--- src/hw/rtl/dpfb_pkg.sv ---
package dpfb_pkg;

    localparam int MAX_PIXELS  = 1024;
    localparam int COORD_BITS  = 16;
    localparam int PIX_AW      = $clog2(MAX_PIXELS);
    localparam int BORDER_BASE = 12;
    localparam int WORD_DEPTH  = BORDER_BASE + MAX_PIXELS + 1;
    localparam int WORD_AW     = $clog2(WORD_DEPTH);

    localparam logic signed [63:0] S64_MAX = {1'b0, {63{1'b1}}};
    localparam logic signed [63:0] S64_MIN = {1'b1, {63{1'b0}}};

    // input kinds
    localparam logic [1:0] K_LOAD  = 2'd0;
    localparam logic [1:0] K_POINT = 2'd1;
    localparam logic [1:0] K_READ  = 2'd2;

    // result status codes
    localparam logic [2:0] ST_LOADED = 3'd0;
    localparam logic [2:0] ST_NODATA = 3'd1;
    localparam logic [2:0] ST_BEHIND = 3'd2;
    localparam logic [2:0] ST_OUTSIDE = 3'd3;
    localparam logic [2:0] ST_INSIDE = 3'd4;
    localparam logic [2:0] ST_REPORT = 3'd5;

    // configuration register indexes
    localparam logic [7:0] CFG_OFFSET  = 8'd0;
    localparam logic [7:0] CFG_BORDERS = 8'd1;

    // sequencer step codes: one multiply each
    typedef logic [4:0] t_op;
    localparam t_op OP_CC   = 5'd0;
    localparam t_op OP_CS   = 5'd1;
    localparam t_op OP_PX   = 5'd2;
    localparam t_op OP_PZ   = 5'd4;
    localparam t_op OP_A0   = 5'd5;
    localparam t_op OP_A2   = 5'd7;
    localparam t_op OP_V0   = 5'd8;
    localparam t_op OP_V2   = 5'd10;
    localparam t_op OP_H0   = 5'd11;
    localparam t_op OP_H2   = 5'd13;
    localparam t_op OP_B0   = 5'd14;
    localparam t_op OP_BL   = 5'd15;
    localparam t_op OP_SCAN = 5'd16;

    typedef enum logic [3:0] {
        S_CLEAR,
        S_IDLE,
        S_FETCH,
        S_MSTART,
        S_MWAIT,
        S_APPLY,
        S_BOXRD,
        S_BOXWR,
        S_REPORT
    } t_state;

    typedef struct packed {
        logic                  hit;
        logic [COORD_BITS-1:0] smin;
        logic [COORD_BITS-1:0] smax;
        logic [COORD_BITS-1:0] lmin;
        logic [COORD_BITS-1:0] lmax;
    } t_box;

    localparam t_box BOX_EMPTY = '{hit: 1'b0, smin: {COORD_BITS{1'b1}}, smax: '0,
                                   lmin: {COORD_BITS{1'b1}}, lmax: '0};

    typedef struct packed {
        logic              rd;
        logic              wr;
        logic [PIX_AW-1:0] addr;
        t_box              wdata;
    } t_box_req;

endpackage

--- src/hw/rtl/dpfb_mul.sv ---
module dpfb_mul
    import dpfb_pkg::*;
(
    input  logic                i_clk,
    input  logic                i_rst_n,
    input  logic                i_start,
    input  logic signed [63:0]  i_a,
    input  logic signed [63:0]  i_b,
    output logic                o_done,
    output logic signed [127:0] o_prod,
    output logic signed [63:0]  o_sh
);

    logic         r_busy, r_done, r_neg;
    logic [2:0]   r_cnt;
    logic [63:0]  r_ua, r_ub, r_pp;
    logic [1:0]   r_pshc;
    logic [127:0] r_acc, r_prod;
    logic [31:0]  w_x, w_y;
    logic [1:0]   w_code;
    logic [6:0]   w_shamt;

    // pick the 32x32 partial product for this step
    always_comb begin
        case (r_cnt)
            3'd0: begin w_x = r_ua[31:0];  w_y = r_ub[31:0];  w_code = 2'd0; end
            3'd1: begin w_x = r_ua[31:0];  w_y = r_ub[63:32]; w_code = 2'd1; end
            3'd2: begin w_x = r_ua[63:32]; w_y = r_ub[31:0];  w_code = 2'd1; end
            3'd3: begin w_x = r_ua[63:32]; w_y = r_ub[63:32]; w_code = 2'd2; end
            default: begin w_x = '0; w_y = '0; w_code = 2'd0; end
        endcase
    end

    assign w_shamt = {r_pshc, 5'd0};

    always_ff @(posedge i_clk) begin
        if (!i_rst_n) begin
            r_busy <= 1'b0;
            r_done <= 1'b0;
            r_cnt  <= '0;
        end else begin
            r_done <= 1'b0;
            if (i_start) begin
                r_busy <= 1'b1;
                r_cnt  <= '0;
            end else if (r_busy) begin
                r_cnt <= r_cnt + 3'd1;
                if (r_cnt == 3'd5) begin
                    r_busy <= 1'b0;
                    r_done <= 1'b1;
                end
            end
        end
    end

    always_ff @(posedge i_clk) begin
        if (i_start) begin
            r_ua  <= i_a[63] ? 64'(-i_a) : 64'(i_a);
            r_ub  <= i_b[63] ? 64'(-i_b) : 64'(i_b);
            r_neg <= i_a[63] ^ i_b[63];
            r_acc <= '0;
        end else if (r_busy) begin
            if (r_cnt <= 3'd3) begin
                r_pp   <= 64'(w_x * w_y);
                r_pshc <= w_code;
            end
            if (r_cnt >= 3'd1 && r_cnt <= 3'd4) begin
                r_acc <= r_acc + ({64'd0, r_pp} << w_shamt);
            end
            if (r_cnt == 3'd5) begin
                r_prod <= r_neg ? 128'(-r_acc) : r_acc;
            end
        end
    end

    assign o_done = r_done;
    assign o_prod = r_prod;
    // floor shift by 30, saturate to 64 bits
    assign o_sh = ((&r_prod[127:93]) || !(|r_prod[127:93])) ? r_prod[93:30]
                : (r_prod[127] ? S64_MIN : S64_MAX);

endmodule

--- config.mk ---
export PLATFORM = sky130hd
export DESIGN_NAME = dpfb_mul
export DESIGN_NICKNAME = d
export VERILOG_FILES = /design/src/hw/rtl/dpfb_pkg.sv /design/src/hw/rtl/dpfb_mul.sv
export SDC_FILE = /design/constraint.sdc
export NUM_CORES = 2
export LEC_CHECK = 0
export BUFFER_PORTS_ARGS = -buffer_cell sky130_fd_sc_hd__buf_4
export CORE_ASPECT_RATIO = 0.75
export CORE_MARGIN = 10
export CORE_UTILIZATION = 64
export DETAILED_ROUTE_END_ITERATION = 10
export PLACE_DENSITY = 0.83
export SLEW_MARGIN = 20
export SYNTH_ARGS = -nofsm -noshare
export SYNTH_HDL_FRONTEND = slang
export SYNTH_SLANG_ARGS = --single-unit
export TNS_END_PERCENT = 30
--- constraint.sdc ---
create_clock -name i_clk -period 11.9 [get_ports i_clk]
set_clock_uncertainty 0.15 [all_clocks]
set_input_delay 1.785 -clock i_clk [delete_from_list [all_inputs] [get_ports i_clk]]
set_output_delay 1.785 -clock i_clk [all_outputs]
set_load 0.01 [all_outputs]
Word level (Yosys, flattened, before mapping)
Index checks and enable logic that the tools add are counted.
{ "op_classes": {"n_addsub": 5, "muxes": 12, "n_lt_le_gt_ge": 3, "eq_ne": 4, "n_reduce_logical": 16, "n_bitwise": 4, "mul": 1, "n_shift": 1} }
{ "op_table": {"columns": ["op", "count"], "rows": [
  ["adder 128 bit", 1],
  ["two-way mux 128 bit", 1],
  ["two-way mux 64 bit", 2],
  ["negation 128 bit", 1],
  ["negation 64 bit", 2],
  ["case mux 32 bit (2 select lines)", 2],
  ["<< shifter 64 x 7 -> 128 bit", 1],
  ["two-way mux 63 bit", 2],
  ["multiplier 32 x 32 -> 64 bit", 1],
  ["AND reduction 35 bit", 1],
  ["OR reduction 35 bit", 1],
  ["OR reduction 2 bit", 6],
  ["equality test 3 x 2 -> 1 bit, second input constant", 2],
  ["AND reduction 3 bit", 2],
  ["two-way mux 1 bit", 4],
  ["case mux 2 bit (2 select lines)", 1],
  ["adder 3 x 1 -> 3 bit, second input constant", 1],
  ["equality test 3 x 1 -> 1 bit, second input constant", 1],
  ["equality test 3 bit, second input constant", 1],
  [">= comparator 3 x 1 -> 1 bit, second input constant", 1],
  ["<= comparator 3 x 2 -> 1 bit, second input constant", 1],
  ["<= comparator 3 bit, second input constant", 1],
  ["zero test 3 bit", 1],
  ["NOT 1 bit", 3],
  ["6 further kinds", 6]
]} }
{ "totals": {"reg_bits": 456, "input_bits": 131, "out_inout_bits": 193, "wordCells": 58} }

Logic depth before layout (Yosys ltp)
{ "logic_depth": {"ltp_word": 4, "ltp_mapped": 39, "mapped_depth_nobuf": 35} }

Least setup slack after synthesis
Ideal clock, no wire load.
{ "synth_timing": {"kind": "reg2reg", "start": "register r_cnt[2]", "end": "register r_pp[61] (data pin)", "stages_incl_launch_ff": 34, "setup_ns": 0.259, "arrival_ns": 8.804, "setup_slack_ns": 2.687, "cell_sequence": "dfxtp_1 clkbuf_1 inv_1 ha_1 a21o_1 clkbuf_1 clkbuf_1 a22oi_1 clkbuf_1 nor2_1 fa_1 fa_1 fa_1 inv_1 fa_1 inv_1 fa_1 inv_1 fa_1 inv_1 fa_1 fa_1 ha_1 and3_1 nand3_1 o21ai_0 a21oi_1 nor3_1 o21ai_0 and2_1 o21ai_0 nand2_1 a311o_1 xnor2_1"} }
{ "synth_between": {"elab_chain_cells": 4, "word_cells_on_any_way": 11, "cone_classes": "mul: 1; eq/ne: 3; mux: 2; reduce/logical: 5"} }
{ "synth_rtl": {"columns": ["item", "line", "text"], "rows": [
  ["start: declaration", "dpfb_mul.sv:15", "logic [2:0] r_cnt;"],
  ["start signal: assignment", "dpfb_mul.sv:47", "r_cnt <= r_cnt + 3'd1;"],
  ["equality test 3 x 2 -> 1 bit (tied with other cells)", "dpfb_mul.sv:25", "case (r_cnt)"],
  ["OR reduction 2 bit (no source line)", null, null],
  ["case mux 32 bit (2 select lines)", "dpfb_mul.sv:25", null],
  ["multiplier 32 x 32 -> 64 bit *", "dpfb_mul.sv:64", "r_pp <= 64'(w_x * w_y);"],
  ["end signal: assignment", "dpfb_mul.sv:64", null],
  ["end: declaration", "dpfb_mul.sv:16", "logic [63:0] r_ua, r_ub, r_pp;"]
]} }
Mark *: on every way between the ends. The rest lies on a longest branch, timed or not.
A chain may end at the register's enable or synchronous reset.

Worst setup path in the final report
Ends and elaborated chain as after synthesis.

==> impl_metrics.ini <==
[floorplanning]
die_x_um = 379.7
initial_utilization = 0.6483
dieHeight_um = 289.7
die_area_um2 = 110000
rows = 98
core-area_um2 = 95760
ios = 324

[cells_and_area]
nets = 8578
register_area_um2 = 12360
syn_to_final_growth_pct = 8.784
fillers = 7467
multi_input_area_um2 = 44930
drive_gt1_frac = 0.08178

[clock_network]
post_cts_buffers = 0
ctsResizeCount = 0
hold_buffers = 0
htree_num_levels = 2
numCtsBuffers = 48
cts_tree = built
cts_root_buf = clkbuf_16
clock-sinks = 456
clkLatencyLatePin_ns = 0.63
cts.path.max_buffers = 3
clkTransAtPathRegs_ns = 0.07

[logic_synthesis]
synth_cell_types = 68
synth_top_area_frac = 0.2892
yosysSeqAreaShare = 0.1991
synth_common_cells = inv_1, fa_1, nor2_1
synth-main-ff-cell = edfxtp_1
synthTopCellsByArea = fa_1, edfxtp_1, ha_1
async_reset_ff_frac = 0
yosysTopAreaCell = fa_1
syn_area_um2 = 62090
yosysWarningCount = 0
syn_inst = 7014
synth-edff-count = 323
syn-num-nets = 8441
avgSynthCellArea_um2 = 8.852
ys_seq_elements = 456
yosysMostFrequentCell = inv_1

[timing]
fin_crit_ns = 10.82
hold_viol = 0
finalSetupViolations = 0
period_share = 0.9090
fmax_mhz = 92.44
fin_setup_tns_ns = 0
worst_pin_slew_ns = 1.277
relSlewSlack = 0.1487
slew_viol_final = 0
rsz0062_at_grt = no

[global_route]
grt_pass1_vias = 53520
overflow = 0
grt_first_pass_wirelength_mm = 326.4
grt.total_usage = 0.3892
grt_max_degree = 74
grt_antenna_before_repair = 16

[critical_path]
cpMaxStageDelayCell = a22oi_2
critPathMaxFanout = 45
startpoint_type = register
cp_slowest_stage_delay_ns = 1.10
path_class = reg2reg
cp.required_ns = 12.12
crit_top_cell = fa_1
cp.arrival_ns = 11.04
critPathCaptureType = register

[drt]
wire_per_inst_um = 25.85
drt-vias-per-instance = 6.401
drt_first_pass_iters = 10
final_antenna_net_count = 0
drt_iter0_markers = 7443
via_count = 54424
drc = 0
drt_wl_total_mm = 219.8

[worst_hold_path]
hold_path.class = reg2reg

[place]
hpwl_mm = 177.4
io_buffers = 323
finalWeightedCongestion = 1.060

[outcome]
status = finished, final reports clean

[run]
maxCapViolations = 0
## registers in the layout, summed over array words and instances (netlist names)
| name | cells |
|---|---|
| r_ua | 64 |
| o_done | 1 |
| r_ub | 64 |
| r_busy | 1 |
| r_pp | 64 |
| o_prod | 128 |
| r_acc | 128 |
| r_cnt | 3 |
| r_pshc | 2 |
| r_neg | 1 |
## area by class of cell
class	instances	area share
inverter	946	0.05257
tap	1300	0.02408
clock inverter	24	0.003964
sequential	456	0.1830
timing repair buffer	455	0.05078
clock buffer	65	0.01993
antenna	12	0.0004446
multi-input combinational	5244	0.6652
## layer usage
layer / share of wire / GRT usage / vias to the layer above
met5: 0.0011 / 0.003012 / -
met2: 0.40 / 0.5399 / 3877
met3: 0.17 / 0.1822 / 695
li1: - / - / 23267
met1: 0.39 / 0.5307 / 26570
met4: 0.043 / 0.1382 / 15
## cell families (layout without fill, tap and decap cells)
| group | count (synthesis) | after routing | synth area share |
|---|---|---|---|
| buffers and inverters | 1314 | 1490 | 0.07946 |
| adder cells (fa/ha/maj) | 1296 | 1296 | 0.3696 |
| AO/OA/AOI/OAI | 1274 | 1274 | 0.1321 |
| multiplexers | 34 | 34 | 0.005502 |
| flip-flops | 456 | 456 | 0.1991 |
| AND/OR/NAND/NOR | 2210 | 2210 | 0.1535 |
| other | 0 | 12 | 0 |
| XOR/XNOR | 430 | 430 | 0.06066 |
## worst paths after layout
kind	from	endpoint	slack, ns	depth (start not counted)
max	r_cnt[2]$_SDFFE_PP0P_	r_pp[61]$_DFFE_PP_	1.08	29
min reg2reg	r_acc[87]$_SDFFE_PP0P_	r_acc[87]$_SDFFE_PP0P_	0.37	2
max reg2reg	r_cnt[2]$_SDFFE_PP0P_	r_pp[61]$_DFFE_PP_	1.08	29
min	r_acc[87]$_SDFFE_PP0P_	r_acc[87]$_SDFFE_PP0P_	0.37	2
## worst max-delay path: cells and delay by family (launching register included)
family          cells  cell delay, ns
fa+ha+maj          10            4.63
compound gates      7            3.30
simple gates        7            1.18
flops               1            0.57
buf+inv             4            0.56
xor+xnor            1            0.12
## stage by stage
stage          area, µm²  setup WS [ns]  hold WS (ns)  cells  utilization
2_1_floorplan      62090          2.687        0.3183   7014            -
3_3_place_gp       65860          1.521        0.3365   8398       0.6877
3_5_place_dp       65870          1.402        0.3488   8399       0.6878
4_1_cts            67480          1.380        0.3585   8488       0.7046
5_1_grt            67510         0.7716        0.3941   8490       0.7050
6_report           67540          1.083        0.3652   8502       0.7053
## layout by cell type, fill, tap and decap left out, drive strengths merged, types with 11 or more instances in the layout
cell,n
clkbuf,66
diode,12
nand4,78
and3,15
or2,13
a22o,99
a221oi,12
o41ai,36
nor2,871
a22oi,64
nor3,54
a211oi,15
dfxtp,133
edfxtp,323
or3,64
xnor2,360
buf,454
or4,40
clkinv,13
o31ai,88
a31oi,25
o21a,16
nor2b,58
fa,897
a21o,171
inv,951
nand3,64
mux2i,33
ha,399
a21oi,346
nand2,835
and2,40
nor4,28
xor2,70
a21boi,11
o21bai,43
o21ai,296
nand2b,35
Power is left out: the tool's default activity adds up to more than one toggle a clock period on the data nets, which glitch-free logic cannot reach.
